==> src/rtl/lfs_pkg.sv <==
`timescale 1ns / 1ps
// ----------------------------------------------------------------------------
// lfs_pkg
// Shared types and constants of the led fade sequencer.
// ----------------------------------------------------------------------------
package lfs_pkg;

    localparam int TIMER_BITS_DEFAULT = 16;

    localparam int CFG_IDX_W  = 3;
    localparam int CFG_DATA_W = 16;

    localparam logic [CFG_IDX_W-1:0] CFG_MIN_LEVEL   = 3'd0;
    localparam logic [CFG_IDX_W-1:0] CFG_MAX_LEVEL   = 3'd1;
    localparam logic [CFG_IDX_W-1:0] CFG_STEP_UP     = 3'd2;
    localparam logic [CFG_IDX_W-1:0] CFG_STEP_DOWN   = 3'd3;
    localparam logic [CFG_IDX_W-1:0] CFG_UP_PERIOD   = 3'd4;
    localparam logic [CFG_IDX_W-1:0] CFG_DOWN_PERIOD = 3'd5;
    localparam logic [CFG_IDX_W-1:0] CFG_HOLD_TIME   = 3'd6;
    localparam logic [CFG_IDX_W-1:0] CFG_START_DELAY = 3'd7;

    typedef enum logic [1:0] {
        OP_TICK  = 2'd0,
        OP_START = 2'd1,
        OP_STOP  = 2'd2
    } op_t;

    typedef enum logic [1:0] {
        PH_WAIT     = 2'd0,
        PH_FADE_IN  = 2'd1,
        PH_HOLD     = 2'd2,
        PH_FADE_OUT = 2'd3
    } phase_t;

    typedef struct packed {
        logic [7:0]  min_level;
        logic [7:0]  max_level;
        logic [7:0]  step_up;
        logic [7:0]  step_down;
        logic [15:0] up_period;
        logic [15:0] down_period;
        logic [15:0] hold_time;
        logic [15:0] start_delay;
    } cfg_t;

    typedef struct packed {
        logic [7:0] level;
        logic       running;
        phase_t     phase;
    } status_t;

endpackage

==> src/rtl/lfs_cfg_regs.sv <==
`timescale 1ns / 1ps
// ----------------------------------------------------------------------------
// lfs_cfg_regs
// Configuration register file: fade bounds, step sizes and tick periods.
// ----------------------------------------------------------------------------
module lfs_cfg_regs (
    input  logic                           clk,
    input  logic                           rst_n,
    input  logic                           wr_en,
    input  logic [lfs_pkg::CFG_IDX_W-1:0]  wr_index,
    input  logic [lfs_pkg::CFG_DATA_W-1:0] wr_data,
    output lfs_pkg::cfg_t                  cfg
);
    import lfs_pkg::*;

    cfg_t cfg_reg;

    always_ff @(posedge clk or negedge rst_n)
    begin
        if (!rst_n)
        begin
            cfg_reg.min_level   <= 8'd0;
            cfg_reg.max_level   <= 8'd0;
            cfg_reg.step_up     <= 8'd1;
            cfg_reg.step_down   <= 8'd1;
            cfg_reg.up_period   <= 16'd0;
            cfg_reg.down_period <= 16'd0;
            cfg_reg.hold_time   <= 16'd0;
            cfg_reg.start_delay <= 16'd0;
        end
        else if (wr_en)
        begin
            unique case (wr_index)
                CFG_MIN_LEVEL:   cfg_reg.min_level   <= wr_data[7:0];
                CFG_MAX_LEVEL:   cfg_reg.max_level   <= wr_data[7:0];
                CFG_STEP_UP:     cfg_reg.step_up     <= wr_data[7:0];
                CFG_STEP_DOWN:   cfg_reg.step_down   <= wr_data[7:0];
                CFG_UP_PERIOD:   cfg_reg.up_period   <= wr_data;
                CFG_DOWN_PERIOD: cfg_reg.down_period <= wr_data;
                CFG_HOLD_TIME:   cfg_reg.hold_time   <= wr_data;
                CFG_START_DELAY: cfg_reg.start_delay <= wr_data;
                default: ;
            endcase
        end
    end

    assign cfg = cfg_reg;

endmodule

==> src/rtl/lfs_engine.sv <==
`timescale 1ns / 1ps
// ----------------------------------------------------------------------------
// lfs_engine
// Fade state machine: tick timer, level stepping with clamps, start/stop.
// ----------------------------------------------------------------------------
module lfs_engine #(
    parameter int TIMER_BITS = lfs_pkg::TIMER_BITS_DEFAULT
) (
    input  logic             clk,
    input  logic             rst_n,
    input  logic             step_en,
    input  logic [1:0]       op,
    input  logic             loop_mode,
    input  lfs_pkg::cfg_t    cfg,
    output lfs_pkg::status_t status_next
);
    import lfs_pkg::*;

    localparam int CMP_W = (TIMER_BITS > 16) ? TIMER_BITS : 16;

    logic                  active_reg,  active_next;
    logic                  repeat_reg,  repeat_next;
    phase_t                phase_reg,   phase_next;
    logic [TIMER_BITS-1:0] elapsed_reg, elapsed_next;
    logic [7:0]            next_lvl_reg, next_lvl_next;
    logic [7:0]            shown_reg,   shown_next;

    logic [TIMER_BITS-1:0] elapsed_inc;
    logic [CMP_W-1:0]      elapsed_cmp;
    logic [8:0]            up_sum;
    logic [8:0]            down_diff;
    logic [7:0]            up_level;
    logic [7:0]            down_level;

    always_ff @(posedge clk or negedge rst_n)
    begin
        if (!rst_n)
        begin
            active_reg   <= 1'b0;
            repeat_reg   <= 1'b0;
            phase_reg    <= PH_WAIT;
            elapsed_reg  <= '0;
            next_lvl_reg <= '0;
            shown_reg    <= '0;
        end
        else if (step_en)
        begin
            active_reg   <= active_next;
            repeat_reg   <= repeat_next;
            phase_reg    <= phase_next;
            elapsed_reg  <= elapsed_next;
            next_lvl_reg <= next_lvl_next;
            shown_reg    <= shown_next;
        end
    end

    // saturating tick count
    assign elapsed_inc = (elapsed_reg == '1) ? elapsed_reg : elapsed_reg + 1'b1;
    assign elapsed_cmp = CMP_W'(elapsed_inc);

    assign up_sum     = {1'b0, next_lvl_reg} + {1'b0, cfg.step_up};
    assign up_level   = (up_sum > {1'b0, cfg.max_level}) ? cfg.max_level : up_sum[7:0];
    assign down_diff  = {1'b0, next_lvl_reg} - {1'b0, cfg.step_down};
    // borrow or below the floor clamps to min
    assign down_level = (down_diff[8] || (down_diff[7:0] < cfg.min_level)) ?
                        cfg.min_level : down_diff[7:0];

    always_comb
    begin
        active_next   = active_reg;
        repeat_next   = repeat_reg;
        phase_next    = phase_reg;
        elapsed_next  = elapsed_reg;
        next_lvl_next = next_lvl_reg;
        shown_next    = shown_reg;

        unique case (op)
            OP_TICK:
            begin
                if (active_reg)
                begin
                    elapsed_next = elapsed_inc;
                    unique case (phase_reg)
                        PH_WAIT:
                        begin
                            if (elapsed_cmp > CMP_W'(cfg.start_delay))
                            begin
                                next_lvl_next = cfg.min_level;
                                phase_next    = PH_FADE_IN;
                                elapsed_next  = '0;
                            end
                        end
                        PH_FADE_IN:
                        begin
                            if (elapsed_cmp >= CMP_W'(cfg.up_period))
                            begin
                                elapsed_next = '0;
                                shown_next   = next_lvl_reg;
                                if (next_lvl_reg == cfg.max_level)
                                    phase_next = PH_HOLD;
                                else
                                    next_lvl_next = up_level;
                            end
                        end
                        PH_HOLD:
                        begin
                            if (elapsed_cmp >= CMP_W'(cfg.hold_time))
                            begin
                                elapsed_next = '0;
                                phase_next   = (next_lvl_reg == cfg.max_level) ?
                                               PH_FADE_OUT : PH_FADE_IN;
                            end
                        end
                        PH_FADE_OUT:
                        begin
                            if (elapsed_cmp >= CMP_W'(cfg.down_period))
                            begin
                                elapsed_next = '0;
                                shown_next   = next_lvl_reg;
                                if (next_lvl_reg == cfg.min_level)
                                begin
                                    phase_next = PH_HOLD;
                                    // single run ends here
                                    if (!repeat_reg)
                                    begin
                                        active_next   = 1'b0;
                                        repeat_next   = 1'b0;
                                        phase_next    = PH_WAIT;
                                        next_lvl_next = '0;
                                        shown_next    = '0;
                                    end
                                end
                                else
                                begin
                                    next_lvl_next = down_level;
                                end
                            end
                        end
                        default: ;
                    endcase
                end
            end
            OP_START:
            begin
                active_next  = 1'b1;
                repeat_next  = loop_mode;
                elapsed_next = '0;
            end
            OP_STOP:
            begin
                active_next   = 1'b0;
                repeat_next   = 1'b0;
                phase_next    = PH_WAIT;
                elapsed_next  = '0;
                next_lvl_next = '0;
                shown_next    = '0;
            end
            default: ;
        endcase
    end

    assign status_next.level   = shown_next;
    assign status_next.running = active_next;
    assign status_next.phase   = phase_next;

    // an idle engine always sits fully cleared
    a_idle_cleared: assert property (@(posedge clk) disable iff (!rst_n)
        !active_reg |-> (elapsed_reg == '0 && phase_reg == PH_WAIT &&
                         shown_reg == '0 && next_lvl_reg == '0 && !repeat_reg))
        else $error("idle engine holds stale state");

    a_stop_halts: assert property (@(posedge clk) disable iff (!rst_n)
        (step_en && op == OP_STOP) |=> (!active_reg && shown_reg == '0))
        else $error("stop did not halt the animation");

    a_start_arms: assert property (@(posedge clk) disable iff (!rst_n)
        (step_en && op == OP_START) |=>
            (active_reg && elapsed_reg == '0 && repeat_reg == $past(loop_mode)))
        else $error("start did not arm the animation");

    a_hold_when_idle: assert property (@(posedge clk) disable iff (!rst_n)
        !step_en |=> ($stable(active_reg) && $stable(phase_reg) &&
                      $stable(elapsed_reg) && $stable(shown_reg) &&
                      $stable(next_lvl_reg)))
        else $error("state moved without a word");

    a_level_clamped: assert property (@(posedge clk) disable iff (!rst_n)
        (step_en && op == OP_TICK && active_reg && phase_reg == PH_FADE_IN &&
         cfg.min_level <= cfg.max_level && next_lvl_reg <= cfg.max_level)
            |=> (next_lvl_reg <= $past(cfg.max_level)))
        else $error("fade-in level passed the ceiling");

endmodule

==> src/rtl/led_fade_sequencer_core.sv <==
`timescale 1ns / 1ps
// ----------------------------------------------------------------------------
// led_fade_sequencer_core
// Breathing fade controller for one LED, driven by tick/start/stop words.
// ----------------------------------------------------------------------------
// One input word (a millisecond tick, a start or a stop) is taken every clock
// cycle unless stalled; each word yields one result word carrying the driven
// level, the running flag and the phase after the update. An input register
// feeds a single-pass update of the fade state, whose outcome lands in a
// result register, so the next word is accepted while a finished result still
// waits to be taken. The user must write configuration through its own port,
// one register per word, while no word is in flight; the core does not check.
module led_fade_sequencer_core #(
    parameter int TIMER_BITS = lfs_pkg::TIMER_BITS_DEFAULT
) (
    input  logic                           clk,
    input  logic                           rst_n,
    input  logic                           cfg_valid,
    output logic                           cfg_ready,
    input  logic [lfs_pkg::CFG_IDX_W-1:0]  cfg_index,
    input  logic [lfs_pkg::CFG_DATA_W-1:0] cfg_data,
    input  logic                           in_valid,
    output logic                           in_ready,
    input  logic [1:0]                     op,
    input  logic                           loop_mode,
    output logic                           out_valid,
    input  logic                           out_ready,
    output logic [7:0]                     drive_level,
    output logic                           running,
    output logic [1:0]                     phase
);
    import lfs_pkg::*;

    cfg_t    cfg;
    status_t status_next;

    logic       in_valid_reg;
    logic [1:0] op_reg;
    logic       loop_reg;
    logic       out_valid_reg;
    status_t    out_reg;
    logic       advance;

    assign cfg_ready = 1'b1;

    lfs_cfg_regs u_cfg (
        .clk      (clk),
        .rst_n    (rst_n),
        .wr_en    (cfg_valid & cfg_ready),
        .wr_index (cfg_index),
        .wr_data  (cfg_data),
        .cfg      (cfg)
    );

    // a held word moves on when the result register is free or being drained
    assign advance  = in_valid_reg && (!out_valid_reg || out_ready);
    assign in_ready = !in_valid_reg || advance;

    always_ff @(posedge clk or negedge rst_n)
    begin
        if (!rst_n)
            in_valid_reg <= 1'b0;
        else if (in_ready)
            in_valid_reg <= in_valid;
    end

    always_ff @(posedge clk)
    begin
        if (in_valid && in_ready)
        begin
            op_reg   <= op;
            loop_reg <= loop_mode;
        end
    end

    lfs_engine #(
        .TIMER_BITS (TIMER_BITS)
    ) u_engine (
        .clk         (clk),
        .rst_n       (rst_n),
        .step_en     (advance),
        .op          (op_reg),
        .loop_mode   (loop_reg),
        .cfg         (cfg),
        .status_next (status_next)
    );

    always_ff @(posedge clk or negedge rst_n)
    begin
        if (!rst_n)
            out_valid_reg <= 1'b0;
        else if (advance)
            out_valid_reg <= 1'b1;
        else if (out_ready)
            out_valid_reg <= 1'b0;
    end

    always_ff @(posedge clk)
    begin
        if (advance)
            out_reg <= status_next;
    end

    assign out_valid   = out_valid_reg;
    assign drive_level = out_reg.level;
    assign running     = out_reg.running;
    assign phase       = out_reg.phase;

endmodule

==> config.mk <==
export PLATFORM = sky130hd
export DESIGN_NAME = led_fade_sequencer_core
export DESIGN_NICKNAME = d
export VERILOG_FILES = /design/src/rtl/lfs_pkg.sv /design/src/rtl/lfs_cfg_regs.sv /design/src/rtl/lfs_engine.sv /design/src/rtl/led_fade_sequencer_core.sv
export SDC_FILE = /design/constraint.sdc
export NUM_CORES = 1
export LEC_CHECK = 0
export ABC_AREA = 1
export ABC_CLOCK_PERIOD_IN_PS = 3800
export BUFFER_PORTS_ARGS = -buffer_cell sky130_fd_sc_hd__buf_2
export CORE_MARGIN = 4
export CORE_UTILIZATION = 60
export DETAILED_ROUTE_END_ITERATION = 8
export PLACE_DENSITY = 0.82
export SLEW_MARGIN = 40
export SYNTH_ARGS = -nofsm -noshare
export SYNTH_HDL_FRONTEND = slang
export SYNTH_SLANG_ARGS = --single-unit
export TNS_END_PERCENT = 20
==> constraint.sdc <==
create_clock -name clk -period 3.8 [get_ports clk]
set_clock_uncertainty 0.2 [all_clocks]
set_input_delay 0.38 -clock clk [delete_from_list [all_inputs] [get_ports clk]]
set_output_delay 0.38 -clock clk [all_outputs]
set_load 0.02 [all_outputs]
Word level (Yosys, flattened, before mapping). Cells that the tools add are included. Widths: inputs -> output; s select.

Register bits after elaboration: 148. Output and inout port bits: 14.

Multiplexer cells: 49. Order comparisons: 6. Add/sub/neg operators: 3. Reductions and logical operators: 26. Equality and inequality tests: 24.

Operators by type and width (count): $mux 8 (13); $mux 16 (6); $pmux 16 s4 (1); $ge 16x16->1 (3); $pmux 8 s2 (3); $pmux 16 s2 (1); $pmux 8 s3 (1); $mux 2 (9); $add 16x1->16 const B (1); $eq 16x16->1 const B (1); $eq 8x8->1 (2); $gt 16x16->1 (1); $reduce_and 2->1 (8); $eq 3x3->1 const B (4); $mux 1 (11); $add 8x8->9 (1); $gt 9x8->1 (1); $ne 3x2->1 const B (3); $sub 8x8->9 (1); $lt 8x8->1 (1); $ne 2x1->1 const B (4); $pmux 2 s4 (1); $reduce_and 8->1 (1); $eq 2x2->1 const B (3); other kinds (17) (27).

Longest topological paths before layout. Gate-level depths: netlist of the first run.

Word-level depth: 9. Depth in mapped cells: 31. Depth with buffers taken out: 30.

By module. From an unflattened synthesis of the first run, not the netlist that was laid out.

Cells, all modules: 1460. Area total of the unflattened synthesis: 10502.6 µm².

Modules (own cells, without submodules): lfs_engine (area an instance 6188.4 µm², sequential area each 900.9 µm², cells each 1000, times used 1); lfs_cfg_regs (area an instance 3787.4 µm², sequential area each 2404.8 µm², cells each 432, times used 1); led_fade_sequencer_core (area an instance 526.8 µm², sequential area each 470.5 µm², cells each 28, times used 1).

Worst setup path before layout of the first run. Ideal clock, no wire load.

Path kind: register to register. From: register u_engine.elapsed_reg[1]. To: register out_reg (netlist bit drive_level[1]), data pin. Data required time: 3342 ps. Arrival: 2960 ps. Cell stages (with the launch flop): 28. Clock period less this slack: 3417 ps. Path slack: 383 ps. Setup time: 258 ps. Cells stage by stage: dfrtp_1 ha_1 nand2_1 inv_2 nand2_2 nor2_4 nand2_2 nor2_2 nand2_2 nor2_8 nor2_2 nand2_1 xor2_1 inv_1 ha_1 nand2_1 nand2_1 nand2_1 a21oi_1 nor2_2 nand3_2 buf_4 nand2_1 nand3_1 nand2_1 nand2_1 nand2_1 nand2_1.

RTL lines: start, declared (line lfs_engine.sv:24) `logic [TIMER_BITS-1:0] elapsed_reg, elapsed_next;`; start signal, assigned (line lfs_engine.sv:51) `elapsed_reg <= elapsed_next;`; end signal, assigned (line led_fade_sequencer_core.sv:101) `out_reg <= status_next;`; end, declared (line led_fade_sequencer_core.sv:41) `status_t out_reg;`.

Worst setup path after layout of the first run.
From: register u_engine.elapsed_reg[0]. To: register u_engine.elapsed_reg[1].

Word-level cells in the longest chain between the ends: 7. Elaborated cells between the ends (all ways): 14. Those cells by class: 1 x add/sub; 4 x order compare; 1 x eq/ne; 8 x mux.

Ends and longest elaborated chain: $add 16x1->16 or $eq 16x16->1 (tied branches) (line lfs_engine.sv:58) `assign elapsed_inc = (elapsed_reg == '1) ? elapsed_reg : elapsed_reg + 1'b1;`; $mux 16 (*) (line lfs_engine.sv:58); $ge 16x16->1, or another cell as far along (line lfs_engine.sv:116) `if (elapsed_cmp >= CMP_W'(cfg.down_period))`; $mux 16 (on tied branches); $pmux 16 s4 (*) (line lfs_engine.sv:83) `unique case (phase_reg)`; $mux 16 (*) (line lfs_engine.sv:80) `if (active_reg)`; $pmux 16 s2 (*) (line lfs_engine.sv:77) `unique case (op)`.

Every way passes the cells marked *; elsewhere a longest branch is shown, timed or not. The select of a mux whose other input is x is not followed. A chain may end at the register's enable or synchronous reset.

==> reports/results.tsv, run 1 <==
stage	metric	value	unit
status	status	finished with violations	
status	failing checks	negative setup slack	
drt	Vias/cell	5.65	
setup_path	crit path launch	u_engine.elapsed_reg[0]$_DFFE_PN0P_	
pwr	Design Power	7.45	mW
clock_tree	clock root cell	clkbuf_16	
place	DP Wirelength	19.3	mm
finish	max FFs per register	96	
die	io pins	41	
worst_hold_path	min-delay src	out_ready	
finish	Syn-to-layout area delta	18.0	%
timing	final period utilization	100	%
place	worst slack, placed	-0.144	ns
timing	Worst slew margin	55.0	%
synthesis	Unique masters post-synth	46	
synthesis	Synth Register Bits	148	
clock_tree	H-tree depth	4	
synthesis	Cells after Synth	1415	
die	Die X	139	um
setup_path	crit path kind	reg -> reg	
place	Placed Area	10800	um^2
die	core area	16700	um^2
clock_tree	clk_lat worst skew	0.43	ns
drt	DRC viols	0	
pwr	Worst VDD drop	0.000728	V
pwr	Cell Pwr Density	614	nW/um^2
pwr	Leakage Power	6.45	nW
run	number of max-cap violations	0	
timing	count of final setup violators	1	
synthesis	post-synthesis sequential area ratio	36.7	%
timing	setup TNS	-0.00202	ns
die	Core Rows	47	
global_route	vias in the first global route	9368	
synthesis	Netlist Area Pre-Place	10300	um^2
global_route	total track usage	28.3	%
setup_path	Arrival @ worst endpoint	3.93	ns
clock_tree	Clock Sinks	148	
synthesis	syn_nets	1544	
timing	min cycle time layout	3.80	ns
setup_path	Critical Path RT	3.92	ns
clock_tree	maximum root-to-sink buffer count	2	
finish	design area	12100	um^2
drt	Post-Route WL	28.1	mm
global_route	grt ovf	0	
finish	Final nets	1629	
clock_tree	CTS clk-pin slew, worst paths	0.07	ns
die	Initial Utilization	61.6	%
global_route	largest net degree at the start of global routing	86	
worst_hold_path	HP Class	in -> reg	
timing	f_max	263	MHz
finish	diode count	0	
die	Die H	139	um
setup_path	worst-path fanout max	8	
synthesis	Syn Area/Cell	7.27	um^2
die	die area	19300	um^2
drt	drt wl/cell	16.2	um
clock_tree	CTS tree	done	
setup_path	Max stage delay on crit path	0.38	ns
timing	Hold Fails Final Rpt	0	
setup_path	reg2reg start	u_engine.elapsed_reg[0]$_DFFE_PN0P_	
synthesis	Ys Warns	0	
setup_path	Critical Path Sink Type	flop	
timing	final worst setup slack	-0.00202	ns
drt	Final ANT Viol Nets	0	
global_route	antenna violations before repair	0	
drt	router iterations before antenna repair	7	
drt	detailed-route via count	9788	
place	Final GP Congestion	0.989	
finish	fraction of layout cells with a size suffix above 1	13.9	%
global_route	first-pass GRT wire length	44.8	mm
setup_path	slowest cell on the critical path	dfrtp_1	
place	Port Buf Inserts	39	
timing	Slew @ Worst Pin	0.675	ns
timing	Slew Limit Fails	0	
setup_path	CP Launch Type	flop	
setup_path	most frequent CP cell	nand2_4	
setup_path	critical-path cell list	ha_2 -> nand2_2 -> inv_2 -> nand2_4 -> nor2_4 -> nand2_4 -> nor2_4 -> nand2_4 -> nor2_8 -> nor2_2 -> nand2_2 -> xor2_2 -> inv_4 -> ha_4 -> nand4_1 -> nor3_2 -> nand3_2 -> nand3_4 -> nor2_2 -> o21ai_2 -> buf_4 -> nand2_4 -> nand3b_1 -> nand2_1	
clock_tree	CTS Buf Count	17	
timing	RSZ-0062 raised after global routing	yes	
drt	DRT iter0 DRCs	888	
==> kinds of logic (layout without fill, tap and decap cells) <==
family / after synthesis / count (layout) / share of synthesized area [%]
buffers and inverters: 253 / 348 / 9.40
adders and majority gates: 102 / 102 / 12.6
AOI/OAI and AO/OA: 213 / 213 / 10.9
and+or+nand+nor: 676 / 679 / 28.5
other: 1 / 1 / 0.0365
DFF: 148 / 148 / 36.7
xor gates and xnor gates: 22 / 22 / 1.87
==> cell usage in the layout (no fill, tap or decap), types with 11 or more instances in the layout <==
cell type,Yosys,layout
nand2_2,8,18
nand3_1,62,57
buf_2,2,38
nand2_1,456,439
buf_4,2,26
dlygate4sd3_1,0,19
nor2_1,70,65
a21oi_1,64,60
edfxtp_1,14,14
clkbuf_16,0,17
nand4_1,35,35
dfrtp_1,132,132
o21ai_0,118,114
o21ai_1,14,17
inv_1,218,211
xor2_1,13,11
ha_1,100,92
==> area by class of cell <==
class                           count  area [um^2]
Clock buffer                       20          467
Clock inverter                     12          139
Fill cell                        1295         4570
Inverter                          222          838
Multi-Input combinational cell   1017         5910
Sequential cell                   148         3780
Tap cell                          220          275
Timing Repair Buffer               94          728
==> layer usage <==
metal | track usage (%) | share of wire (%) | vias to the layer above | wire length [um]
met5 | 0 | 0 | - | 0
met4 | 12.9 | 4.5 | 0 | 1260
met3 | 5.31 | 6.4 | 108 | 1800
met2 | 48.5 | 49 | 429 | 13800
met1 | 34.7 | 40 | 4557 | 11200
li1 | - | - | 4694 | -
==> cells in the mapped netlist, drive strengths merged <==
cell type,instances,share of area [%]
o21bai,2,0.18
clkbuf,26,0.95
ha,100,12
or2,3,0.18
nor2,83,3.7
a31oi,1,0.061
nand4,36,2.3
xor2,13,1.1
o31ai,2,0.15
xnor2,9,0.77
nand2,465,17
nor3,9,0.54
fa,2,0.39
conb,1,0.036
inv,222,8.1
a21oi,65,3.3
nor3b,1,0.073
buf,5,0.35
a21boi,1,0.073
o311ai,1,0.085
or4,1,0.073
dfrtp,132,32
nand3,69,3.8
a21o,4,0.29
o21ai,134,6.6
dfstp,2,0.51
edfxtp,14,4.1
o21a,3,0.22
nand3b,8,0.58
and3,1,0.061
==> timing repair <==
action	CTS	global route
resized for setup	5	78
cloned	0	3
pin swaps	2	32
hold buffers	19	0
setup endpoints to repair	22	46
buffers inserted	1	14
hold endpoints to repair	100	0
==> report_power, final <==
part / switching (mW) / internal [mW]
combinational: 2.20 / 1.26
clock: 0.734 / 1.03
sequential: 0.301 / 1.92
==> through the flow <==
stage          cells  utilization, %  hold slack, ns
2_1_floorplan   1415               -          -0.116
3_3_place_gp    1664            64.7           0.266
3_5_place_dp    1664            64.7           0.272
4_1_cts         1716            69.7          0.0139
5_1_grt         1733            72.7          0.0282
6_report        1733            72.7          0.0205
==> path summary, 6_finish.rpt <==
path                                                        to  slack (ns)  depth (start not counted)
hold reg to reg                      u_cfg.cfg[28]$_DFFE_PN0P_        0.28                          2
hold / removal                           out_valid$_DFFE_PN0P_        0.02                          4
min in group asynchronous            u_cfg.cfg[67]$_DFFE_PN0P_        0.34                          2
setup reg to reg           u_engine.elapsed_reg[1]$_DFFE_PN0P_      -0.002                         24
setup / recovery           u_engine.elapsed_reg[1]$_DFFE_PN0P_      -0.002                         24
max in group asynchronous    u_engine.shown_reg[4]$_DFFE_PN0P_        2.33                          3
==> critical path: cells and delay by family, from the launching register on <==
family | cells | cell delay [ns]
adders and majority gates | 2 | 0.49
xor gates and xnor gates | 1 | 0.22
and+or+nand+nor | 17 | 1.90
DFF | 1 | 0.38
buffers and inverters | 3 | 0.36
AOI/OAI and AO/OA | 1 | 0.14
No activity file was read; power rests on OpenSTA's default activity.
==> run 2, diff against run 1 <==
--- a/config.mk
+++ b/config.mk
@@ -8,10 +8,12 @@
 export ABC_AREA = 1
 export ABC_CLOCK_PERIOD_IN_PS = 3800
 export BUFFER_PORTS_ARGS = -buffer_cell sky130_fd_sc_hd__buf_2
+export CELL_PAD_IN_SITES_DETAIL_PLACEMENT = 1
+export CELL_PAD_IN_SITES_GLOBAL_PLACEMENT = 2
 export CORE_MARGIN = 4
-export CORE_UTILIZATION = 60
+export CORE_UTILIZATION = 37
 export DETAILED_ROUTE_END_ITERATION = 8
-export PLACE_DENSITY = 0.82
+export PLACE_DENSITY = 0.85
 export SLEW_MARGIN = 40
 export SYNTH_ARGS = -nofsm -noshare
 export SYNTH_HDL_FRONTEND = slang
==> run 2 against run 1 <==
  * The flow still finishes with violations (negative setup slack)
  * Worst setup slack worse by 0.0086 ns
  * Flip-flop and latch count stayed put
  * Critical endpoint is now u_engine.next_lvl_reg[0]$_DFFE_PN0P_
  * Clock power about the same
  * Clock-buffer cell count decreased by 2
  * Largest power group unchanged
  * Wire length rose by 18%
  * Sequential power about the same
  * Fmax down 0.23%
  * Non-clock buffer count increased by 23
  * Via count fell by 2.1%
==> reports/results.tsv, run 2 (synthesis gave the netlist of run 1 again) <==
stage	metric	value	unit
setup_path	worst r2r dst	u_engine.next_lvl_reg[0]$_DFFE_PN0P_	
drt	router iterations before antenna repair	4	
drt	DRT iter0 DRCs	484	
clock_tree	H-tree depth	4	
drt	detailed-route via count	9581	
worst_hold_path	Hold Crit Endpoint	u_cfg.cfg[0]$_DFFE_PN0P_	
finish	commonest non-fill, non-tap cell in the layout	nand2_1	
timing	Slew @ Worst Pin	0.733	ns
worst_hold_path	HP Class	in -> reg	
die	core area	27200	um^2
timing	min cycle time layout	3.81	ns
finish	Syn-to-layout area delta	20.7	%
place	DP Wirelength	24.4	mm
setup_path	crit path kind	reg -> reg	
timing	final worst setup slack	-0.0106	ns
clock_tree	maximum root-to-sink buffer count	2	
setup_path	CP Launch Type	flop	
die	Core Rows	60	
pwr	Design Power	7.63	mW
pwr	Worst VDD drop	0.000258	V
drt	DRC viols	0	
global_route	first-pass GRT wire length	53.6	mm
setup_path	slowest cell on the critical path	dfrtp_1	
clock_tree	Clock Sinks	148	
run	number of max-cap violations	0	
finish	Final nets	1651	
drt	drt wl/cell	17.4	um
pwr	Cell Pwr Density	614	nW/um^2
finish	fraction of layout cells with a size suffix above 1	14.7	%
clock_tree	CTS tree	done	
global_route	antenna violations before repair	0	
setup_path	Arrival @ worst endpoint	3.98	ns
finish	design area	12400	um^2
worst_hold_path	min-delay src	cfg_data[0]	
worst_hold_path	Hold Path Depth	3	
timing	count of final setup violators	1	
timing	Slew Limit Fails	0	
setup_path	reg2reg start	u_engine.elapsed_reg[1]$_DFFE_PN0P_	
die	die area	30500	um^2
die	Die X	175	um
finish	max FFs per register	96	
drt	Post-Route WL	33.2	mm
setup_path	CP top delay family	simple AND/OR/NAND/NOR gates	
timing	Hold Fails Final Rpt	0	
die	Die H	175	um
global_route	grt ovf	0	
setup_path	R2R setup slack	-0.01	ns
setup_path	worst-path fanout max	6	
timing	RSZ-0062 raised after global routing	yes	
place	Port Buf Inserts	39	
place	Final GP Congestion	0.873	
global_route	total track usage	21.9	%
clock_tree	clock root cell	clkbuf_16	
setup_path	Critical Path RT	3.97	ns
status	status	finished with violations	
timing	f_max	262	MHz
drt	Vias/cell	5.02	
pwr	Leakage Power	6.53	nW
clock_tree	CTS clk-pin slew, worst paths	0.07	ns
setup_path	reg2reg path depth	25	
finish	diode count	0	
place	Placed Area	11200	um^2
global_route	largest net degree at the start of global routing	82	
setup_path	WP buf/inv	3	
die	io pins	41	
timing	final period utilization	100	%
setup_path	Critical Path Sink Type	flop	
die	Initial Utilization	37.9	%
status	failing checks	negative setup slack	
setup_path	most frequent CP cell	nand2_4	
clock_tree	CTS Buf Count	17	
global_route	vias in the first global route	10042	
clock_tree	clk_lat worst skew	0.44	ns
setup_path	Max stage delay on crit path	0.41	ns
finish	most frequent cells in the layout	444 x nand2_1, 211 x inv_1, 132 x dfrtp_1	
drt	Final ANT Viol Nets	0	
timing	Worst slew margin	51.0	%
==> run 2: area by class of cell <==
cell class	count	area, um^2
fill	3441	14800
tap	372	465
timing repair buffer	117	873
clock inverter	14	165
inverter	222	836
multi-input combinational	1016	5860
clock buffer	18	439
sequential	148	3780
==> run 2: power by group <==
part	leakage, nW	internal, mW	switching (mW)
Clock	0.297	1.01	0.776
Sequential	1.85	1.92	0.317
Combinational	4.38	1.33	2.28
==> run 2: through the flow <==
stage	util (%)	TNS, ns	hold WS, ns	instances	setup slack [ns]
after floorplan	-	0	-0.116	1415	0.383
after global placement	41.1	-0.303	0.267	1839	-0.0449
after detailed placement	41.1	-0.414	0.273	1839	-0.0570
after CTS	44.2	-0.0165	0.205	1892	-0.0165
after global routing	45.7	-6.75	0.262	1907	-0.227
final	45.7	-0.0106	0.207	1907	-0.0106
==> run 2: worst reg2reg max path: stages (launching register included) <==
cell and delay (ns):
dfrtp_1 0.41, ha_2 0.22, nand2_2 0.06, inv_2 0.09
nand2_4 0.06, nor2_4 0.14, nand2_4 0.08, nor2_4 0.14
nand2_4 0.09, nor2_8 0.15, nor2_1 0.06, xor2_1 0.25
inv_2 0.17, ha_4 0.30, nand2_1 0.08, nor2_4 0.14
nand2_1 0.09, nand2_2 0.09, nand2_4 0.09, nand3_4 0.14
o21bai_2 0.09, nor2_4 0.22, nand2_4 0.13, inv_4 0.09
nand3_1 0.07, nand2_1 0.10
==> run 2: metal layers <==
metal | GRT usage (%) | wire [um] | vias up
met5 | 0 | 0 | -
met1 | 26.8 | 14400 | 4673
met2 | 40.3 | 17300 | 120
met4 | 6.22 | 732 | 0
met3 | 3.03 | 713 | 44
li1 | - | - | 4744
==> run 2: worst max path at each step <==
| stage | endpoint | cells after the start | start | slack, ns |
|---|---|---|---|---|
| floorplan | drive_level[1]$_DFFE_PP_ | 27 | u_engine.elapsed_reg[1]$_DFFE_PN0P_ | 0.38 |
| global placement | u_engine.next_lvl_reg[0]$_DFFE_PN0P_ | 20 | u_engine.elapsed_reg[2]$_DFFE_PN0P_ | -0.04 |
| detailed placement | u_engine.elapsed_reg[7]$_DFFE_PN0P_ | 21 | u_engine.elapsed_reg[0]$_DFFE_PN0P_ | -0.06 |
| CTS | phase[0]$_DFFE_PP_ | 23 | u_engine.elapsed_reg[0]$_DFFE_PN0P_ | -0.02 |
| global route | u_engine.next_lvl_reg[0]$_DFFE_PN0P_ | 25 | u_engine.elapsed_reg[1]$_DFFE_PN0P_ | -0.23 |
| finish | u_engine.next_lvl_reg[0]$_DFFE_PN0P_ | 25 | u_engine.elapsed_reg[1]$_DFFE_PN0P_ | -0.01 |
==> run 2: what timing repair did <==
| action | 4_1_cts | 5_1_grt |
|---|---|---|
| endpoints found under the hold margin | 100 | 0 |
| pin swaps | 0 | 34 |
| gates resized for setup | 8 | 62 |
| gates cloned | 0 | 2 |
| hold buffers | 21 | 0 |
| setup endpoints to repair | 33 | 46 |
| buffers inserted | 0 | 13 |
